## config.mk

```make
export PLATFORM = sky130hd
export DESIGN_NAME = percent_decoder
export DESIGN_NICKNAME = d
export VERILOG_FILES = /design/src/hdl/pctd_pkg.sv /design/src/hdl/pctd_front.sv /design/src/hdl/pctd_queue.sv /design/src/hdl/pctd_back.sv /design/src/hdl/percent_decoder.sv
export SDC_FILE = /design/constraint.sdc
export NUM_CORES = 1
export LEC_CHECK = 0
export ABC_AREA = 1
export BUFFER_PORTS_ARGS = -buffer_cell sky130_fd_sc_hd__buf_2
export CAP_MARGIN = 10
export CELL_PAD_IN_SITES_DETAIL_PLACEMENT = 1
export CELL_PAD_IN_SITES_GLOBAL_PLACEMENT = 2
export CORE_AREA = 3 3 133 96
export DETAILED_ROUTE_END_ITERATION = 6
export DIE_AREA = 0 0 136 99
export PLACE_DENSITY = 0.88
export SLEW_MARGIN = 20
export SYNTH_ARGS = -nofsm -noshare
export SYNTH_HDL_FRONTEND = slang
export SYNTH_SLANG_ARGS = --single-unit
```

## constraint.sdc

```tcl
create_clock -name clk -period 3.4 [get_ports clk]
set_input_delay 0.68 -clock clk [delete_from_list [all_inputs] [get_ports clk]]
set_output_delay 0.68 -clock clk [all_outputs]
set_load 0.02 [all_outputs]
```

## src/hdl/pctd_pkg.sv

```systemverilog
`timescale 1ns / 1ps
// ----------------------------------------------------------------------------
// pctd_pkg
// Types, character constants and helpers shared by the percent decoder.
// ----------------------------------------------------------------------------
package pctd_pkg;

    // special characters
    localparam logic [7:0] PCT_CHAR   = 8'h25;
    localparam logic [7:0] PLUS_CHAR  = 8'h2B;
    localparam logic [7:0] SPACE_CHAR = 8'h20;

    // most result bytes one input transaction can cause
    localparam int MAX_RESULTS = 3;

    // default depth of the job queue between front and back
    localparam int QUEUE_DEPTH_DEF = 2;

    // input transaction
    typedef struct packed {
        logic [7:0] in_byte;
        logic       in_last;
    } in_t;

    // output transaction
    typedef struct packed {
        logic [7:0] out_byte;
        logic       run_end;
        logic       stream_end;
    } out_t;

    // result bytes caused by one input transaction
    typedef struct packed {
        logic [1:0]                   cnt;
        logic                         last;
        logic [MAX_RESULTS-1:0][7:0]  data;
    } job_t;

    // hex digit value in the low nibble, bit 4 set when not a hex digit
    function automatic logic [4:0] hex_nibble(input logic [7:0] b);
        logic [4:0] r;
        r = 5'h10;
        if (b >= 8'h30 && b <= 8'h39) r = {1'b0, 4'(b - 8'h30)};
        if (b >= 8'h41 && b <= 8'h46) r = {1'b0, 4'(b - 8'h41 + 8'd10)};
        if (b >= 8'h61 && b <= 8'h66) r = {1'b0, 4'(b - 8'h61 + 8'd10)};
        return r;
    endfunction

endpackage

```

## src/hdl/pctd_front.sv

```systemverilog
`timescale 1ns / 1ps
// ----------------------------------------------------------------------------
// pctd_front
// Tracks the escape state and turns each input byte into a job of result bytes.
// ----------------------------------------------------------------------------
module pctd_front
(
    input  logic            clk,
    input  logic            rst_n,
    input  logic            accept,
    input  pctd_pkg::in_t   in_data,
    output pctd_pkg::job_t  job,
    output logic            push
);

    typedef enum logic [1:0] {
        PH_IDLE,
        PH_PCT,
        PH_DIGIT
    } phase_t;

    phase_t     phase_reg;
    phase_t     phase_next;
    logic [7:0] held_reg;
    logic [7:0] held_next;
    logic       idle_go;
    logic [4:0] nib_b;
    logic [4:0] nib_h;

    // classify the byte against the pending escape
    always_comb
    begin
        nib_b      = pctd_pkg::hex_nibble(in_data.in_byte);
        nib_h      = pctd_pkg::hex_nibble(held_reg);
        job        = '0;
        job.last   = in_data.in_last;
        phase_next = PH_IDLE;
        held_next  = held_reg;
        idle_go    = 1'b0;
        case (phase_reg)
            PH_PCT:
            begin
                if (!nib_b[4])
                begin
                    if (in_data.in_last)
                    begin
                        job.data[0] = pctd_pkg::PCT_CHAR;
                        job.data[1] = in_data.in_byte;
                        job.cnt     = 2'd2;
                    end
                    else
                    begin
                        phase_next = PH_DIGIT;
                        held_next  = in_data.in_byte;
                    end
                end
                else
                begin
                    job.data[0] = pctd_pkg::PCT_CHAR;
                    job.cnt     = 2'd1;
                    idle_go     = 1'b1;
                end
            end
            PH_DIGIT:
            begin
                if (!nib_b[4] && !nib_h[4])
                begin
                    job.data[0] = {nib_h[3:0], nib_b[3:0]};
                    job.cnt     = 2'd1;
                end
                else
                begin
                    job.data[0] = pctd_pkg::PCT_CHAR;
                    job.data[1] = held_reg;
                    job.cnt     = 2'd2;
                    idle_go     = 1'b1;
                end
            end
            default:
            begin
                idle_go = 1'b1;
            end
        endcase

        // byte handled with no escape pending
        if (idle_go)
        begin
            if (in_data.in_byte == pctd_pkg::PCT_CHAR)
            begin
                if (in_data.in_last)
                begin
                    job.data[job.cnt] = pctd_pkg::PCT_CHAR;
                    job.cnt           = job.cnt + 2'd1;
                end
                else
                begin
                    phase_next = PH_PCT;
                end
            end
            else
            begin
                job.data[job.cnt] = (in_data.in_byte == pctd_pkg::PLUS_CHAR) ?
                                    pctd_pkg::SPACE_CHAR : in_data.in_byte;
                job.cnt           = job.cnt + 2'd1;
            end
        end

        // stream end returns to reset state
        if (in_data.in_last)
        begin
            phase_next = PH_IDLE;
            held_next  = 8'h00;
        end

        push = accept && (job.cnt != 2'd0);
    end

    // escape state
    always_ff @(posedge clk or negedge rst_n)
    begin
        if (!rst_n)
        begin
            phase_reg <= PH_IDLE;
            held_reg  <= 8'h00;
        end
        else if (accept)
        begin
            phase_reg <= phase_next;
            held_reg  <= held_next;
        end
    end

endmodule

```

## src/hdl/pctd_queue.sv

```systemverilog
`timescale 1ns / 1ps
// ----------------------------------------------------------------------------
// pctd_queue
// Short job queue that decouples the front from the back.
// ----------------------------------------------------------------------------
module pctd_queue
#(
    parameter int DEPTH = pctd_pkg::QUEUE_DEPTH_DEF
)
(
    input  logic            clk,
    input  logic            rst_n,
    input  logic            push,
    input  pctd_pkg::job_t  push_job,
    input  logic            pop,
    output pctd_pkg::job_t  head,
    output logic            nonempty,
    output logic            full
);

    localparam int PW = (DEPTH > 1) ? $clog2(DEPTH) : 1;
    localparam int CW = $clog2(DEPTH + 1);

    pctd_pkg::job_t mem_reg [DEPTH];
    logic [PW-1:0]  wr_ptr_reg;
    logic [PW-1:0]  rd_ptr_reg;
    logic [CW-1:0]  count_reg;

    // status
    assign nonempty = (count_reg != '0);
    assign full     = (count_reg == CW'(DEPTH));
    assign head     = mem_reg[rd_ptr_reg];

    // storage
    always_ff @(posedge clk)
    begin
        if (push)
        begin
            mem_reg[wr_ptr_reg] <= push_job;
        end
    end

    // pointers and fill count
    always_ff @(posedge clk or negedge rst_n)
    begin
        if (!rst_n)
        begin
            wr_ptr_reg <= '0;
            rd_ptr_reg <= '0;
            count_reg  <= '0;
        end
        else
        begin
            if (push)
            begin
                wr_ptr_reg <= (wr_ptr_reg == PW'(DEPTH - 1)) ? '0 : wr_ptr_reg + 1'b1;
            end
            if (pop)
            begin
                rd_ptr_reg <= (rd_ptr_reg == PW'(DEPTH - 1)) ? '0 : rd_ptr_reg + 1'b1;
            end
            if (push && !pop)
            begin
                count_reg <= count_reg + 1'b1;
            end
            else if (pop && !push)
            begin
                count_reg <= count_reg - 1'b1;
            end
        end
    end

endmodule

```

## src/hdl/pctd_back.sv

```systemverilog
`timescale 1ns / 1ps
// ----------------------------------------------------------------------------
// pctd_back
// Emits the bytes of the head job one per cycle, unless out_stall holds them, through an output register.
// ----------------------------------------------------------------------------
module pctd_back
(
    input  logic            clk,
    input  logic            rst_n,
    input  pctd_pkg::job_t  head,
    input  logic            head_valid,
    output logic            pop,
    output logic            out_valid,
    input  logic            out_stall,
    output pctd_pkg::out_t  out_data
);

    logic           out_valid_reg;
    pctd_pkg::out_t out_reg;
    logic [1:0]     idx_reg;
    logic           load;
    logic           final_byte;

    // select the next result byte
    always_comb
    begin
        load       = head_valid && (!out_valid_reg || !out_stall);
        final_byte = (idx_reg == head.cnt - 2'd1);
        pop        = load && final_byte;
    end

    assign out_valid = out_valid_reg;
    assign out_data  = out_reg;

    // control
    always_ff @(posedge clk or negedge rst_n)
    begin
        if (!rst_n)
        begin
            out_valid_reg <= 1'b0;
            idx_reg       <= 2'd0;
        end
        else if (load)
        begin
            out_valid_reg <= 1'b1;
            idx_reg       <= final_byte ? 2'd0 : idx_reg + 2'd1;
        end
        else if (!out_stall)
        begin
            out_valid_reg <= 1'b0;
        end
    end

    // output payload
    always_ff @(posedge clk)
    begin
        if (load)
        begin
            out_reg.out_byte   <= head.data[idx_reg];
            out_reg.run_end    <= final_byte;
            out_reg.stream_end <= final_byte && head.last;
        end
    end

endmodule

```

## src/hdl/percent_decoder.sv

```systemverilog
`timescale 1ns / 1ps
// ----------------------------------------------------------------------------
// percent_decoder
// Streaming URL percent and plus decoder for one form-urlencoded component.
// ----------------------------------------------------------------------------
// Input: one input transaction per cycle while the job queue is not full
//   (in_stall); the back emits one result byte per cycle unless out_stall
//   holds it, so an input causing 2 or 3 results keeps its job in the queue
//   until its last result byte is loaded.
// Reset: rst_n asynchronous, clears escape state, queue and output valid.
// ----------------------------------------------------------------------------
module percent_decoder
#(
    parameter int QUEUE_DEPTH = pctd_pkg::QUEUE_DEPTH_DEF
)
(
    input  logic            clk,
    input  logic            rst_n,
    input  logic            in_valid,
    output logic            in_stall,
    input  pctd_pkg::in_t   in_data,
    output logic            out_valid,
    input  logic            out_stall,
    output pctd_pkg::out_t  out_data
);

    pctd_pkg::job_t job;
    pctd_pkg::job_t head;
    logic           push;
    logic           pop;
    logic           nonempty;
    logic           full;
    logic           accept;

    // input handshake
    assign in_stall = full;
    assign accept   = in_valid && !full;

    // classification and escape state
    pctd_front u_front
    (
        .clk     (clk),
        .rst_n   (rst_n),
        .accept  (accept),
        .in_data (in_data),
        .job     (job),
        .push    (push)
    );

    // job queue
    pctd_queue #(.DEPTH(QUEUE_DEPTH)) u_queue
    (
        .clk      (clk),
        .rst_n    (rst_n),
        .push     (push),
        .push_job (job),
        .pop      (pop),
        .head     (head),
        .nonempty (nonempty),
        .full     (full)
    );

    // result serializer
    pctd_back u_back
    (
        .clk        (clk),
        .rst_n      (rst_n),
        .head       (head),
        .head_valid (nonempty),
        .pop        (pop),
        .out_valid  (out_valid),
        .out_stall  (out_stall),
        .out_data   (out_data)
    );

endmodule

```

==> results.cfg <==
[timing]
grt_setup_unrepaired = false
hold_ws_ps = 291
finClkSkew_ps = 5.78
setup_viol = 0
worstMarginPinSlew_ps = 610
max_freq_mhz = 320
slew_headroom_pct = 58.9
final_hold_viol_count = 0
fin_crit_ps = 3120
fin_crit_sh_pct = 91.8
slew_viol_final = 0

[flow_run]
max_cap_violations = 0

[route]
viasPerCell = 5.24
wl_per_cell_um = 17.8
ant_nets = 0
drc_errors = 0
num_vias = 3268
wl_um = 11100
drtIter0Drc = 322
drt-pass1-iter-count = 5

[critical_path]
crit_start = in_data[1]
crit_fanout = 6
r2r_start = u_front.held_reg[0]
worstSetupStartpointType = input pin
crit_arrival_ps = 3340
endpoint_kind = flip-flop
cp_data_required_time_ps = 3620
r2r.worst_path.cells = 19
crit_type = in2reg

[logic_synthesis]
synth_area_per_cell_um2 = 9.96
syn_area_mm2 = 0.00417
yosys.cell_types.count = 35
yosys_warnings = 0
yosysSeqAreaShare_pct = 56.4
async_flop_share_pct = 21.0
synth_edf_count = 64
syn-num-nets = 445
synth_cells = 418
ys.flop_type = edfxtp_1
yosys_register_bits = 81

[layout]
fillCellCount = 1332
layout_common_cells = edfxtp_1, nand2_1, inv_1, nor2_1, o21ai_0
layout_commonest_cell = edfxtp_1
drive_above_1_share_pct = 18.8
largest_register_ffs = 54
nets = 489
final_cell_area_mm2 = 0.00490
antennaDiodeCount = 0
syn2layout_area_growth_pct = 17.8

[pwr]
p_int_mw = 2.32
pwr-share-comb_pct = 31.3
seqPwrFrac_pct = 41.5
power.density_mw_per_mm2 = 721
p_sw_mw = 1.22
netSwitchingFraction_pct = 34.5
power_frac_clock_pct = 27.2
ir_worst_vdd_v = 0.000434
p_total_mw = 3.54
leakage_nw = 2.00

[global_routing]
grt_max_degree = 28
grt_pass1_vias = 3484
grt_pass1_wl_um = 18500
grt_remaining_overflow = 0
grt_use_total_pct = 17.8
antenna_found_initial = 0

[clocking]
cts_max_path_buffers = 2
cts_buffers = 9
cts_setup_buffers = 0
cts_root_buffer = clkbuf_16
htree_levels = 3
cts_tree = done
cts_hold_buf = 0
clk_transition_reported_paths_ps = 60
clk_latency_ps = 340
clkSinkCount = 81

[floorplanning]
core_mm2 = 0.0116
rows = 33
fp.dieW_um = 136
die_height_um = 99
initial_core_util_pct = 35.8
dieArea_mm2 = 0.0135
pin_count = 25

[placed_design]
dpl_cell_area_mm2 = 0.00461
place_congestion = 0.873
dpl.hpwl_um = 8160
io_buffers = 24

[hold_path]
hold_class = in2async

[run_status]
status = completed
timing repair:
action	in CTS	in global routing
setup endpoints to repair	0	1
hold endpoints to repair	0	0
gates resized for setup	0	3
power groups by stage:
stage	Clock (mW)	Sequential, mW	Combinational [mW]
after CTS	0.985	1.47	1.13
after global routing	1.03	1.49	1.25
after detailed placement	0	1.49	1.12
after global placement	0	1.48	1.07
final	0.963	1.47	1.11
after floorplan	0	1.57	0.638
stage by stage:
stage	setup TNS (ps)	instances	utilization (%)	setup slack, ps
global route	0	624	42.1	9.89
global placement	0	608	39.6	114
floorplan	0	418	-	159
CTS	0	624	42.1	209
finish	0	624	42.1	279
detailed placement	-39.9	608	39.6	-39.9
worst max-delay path: stages:
cell	delay, ps
buf_2	140
inv_1	70
ha_1	240
o21ai_2	130
nand2_1	100
nand2_2	100
nand2_4	80
inv_1	100
nand3_1	70
nand2_1	90
inv_1	80
ha_1	300
nand3b_1	170
nand2_2	90
nand2_2	60
nand2_2	90
inv_1	50
ha_1	310
a21oi_1	120
o21ai_0	110
xor2_1	150
worst paths after layout:
path                                        end  slack [ps]
max                        u_queue.count_reg[1]         280
min                        u_queue.count_reg[0]         290
max reg2reg                u_queue.count_reg[1]         290
min reg2reg                  u_queue.wr_ptr_reg         480
max in group asynchronous   u_front.held_reg[0]        2740
min in group clk             u_queue.wr_ptr_reg         480
final cells by class:
cell class	count	area (µm²)	area share, %
Sequential cell	81	2350	47.9
Multi-Input combinational cell	272	1570	32.1
Timing Repair Buffer	43	288	5.87
Clock buffer	11	233	4.74
Inverter	55	209	4.26
Tap cell	157	196	4.01
Clock inverter	5	56.3	1.15
cells in the mapped netlist (all sizes together), types with 2 or more instances:
cell,instances,share of area (%)
xor2,6,1.3
nand3b,2,0.36
o21ai,42,5.1
o32ai,8,1.7
o211ai,2,0.36
clkbuf,7,0.63
dfrtp,17,10
o22ai,14,2.1
buf,3,0.51
o31ai,6,1.1
nand2,68,7.9
nor2,47,4.5
inv,54,4.9
nand3,30,4.1
nor3,16,1.9
ha,14,4.2
nand4,4,0.60
edfxtp,64,46
a21oi,9,1.1
cells by family (layout without fill, tap and decap cells):
logic type / count (synthesis) / count (layout) / share of synthesized area, %
AND/OR/NAND/NOR: 168 / 168 / 19.9
AO/OA/AOI/OAI: 82 / 82 / 11.6
buffers and inverters: 65 / 114 / 6.16
adder cells (fa/ha/maj): 14 / 14 / 4.21
XOR/XNOR: 7 / 7 / 1.47
multiplexers: 1 / 1 / 0.240
flip-flops: 81 / 81 / 56.4
routing by layer:
metal  track usage [%]  routed length, µm
met1              24.6               5140
met2              28.2               5220
met3              4.95                699
met4              3.95                 76
met5                 0                  0
Power figures use the tool's default switching activity.
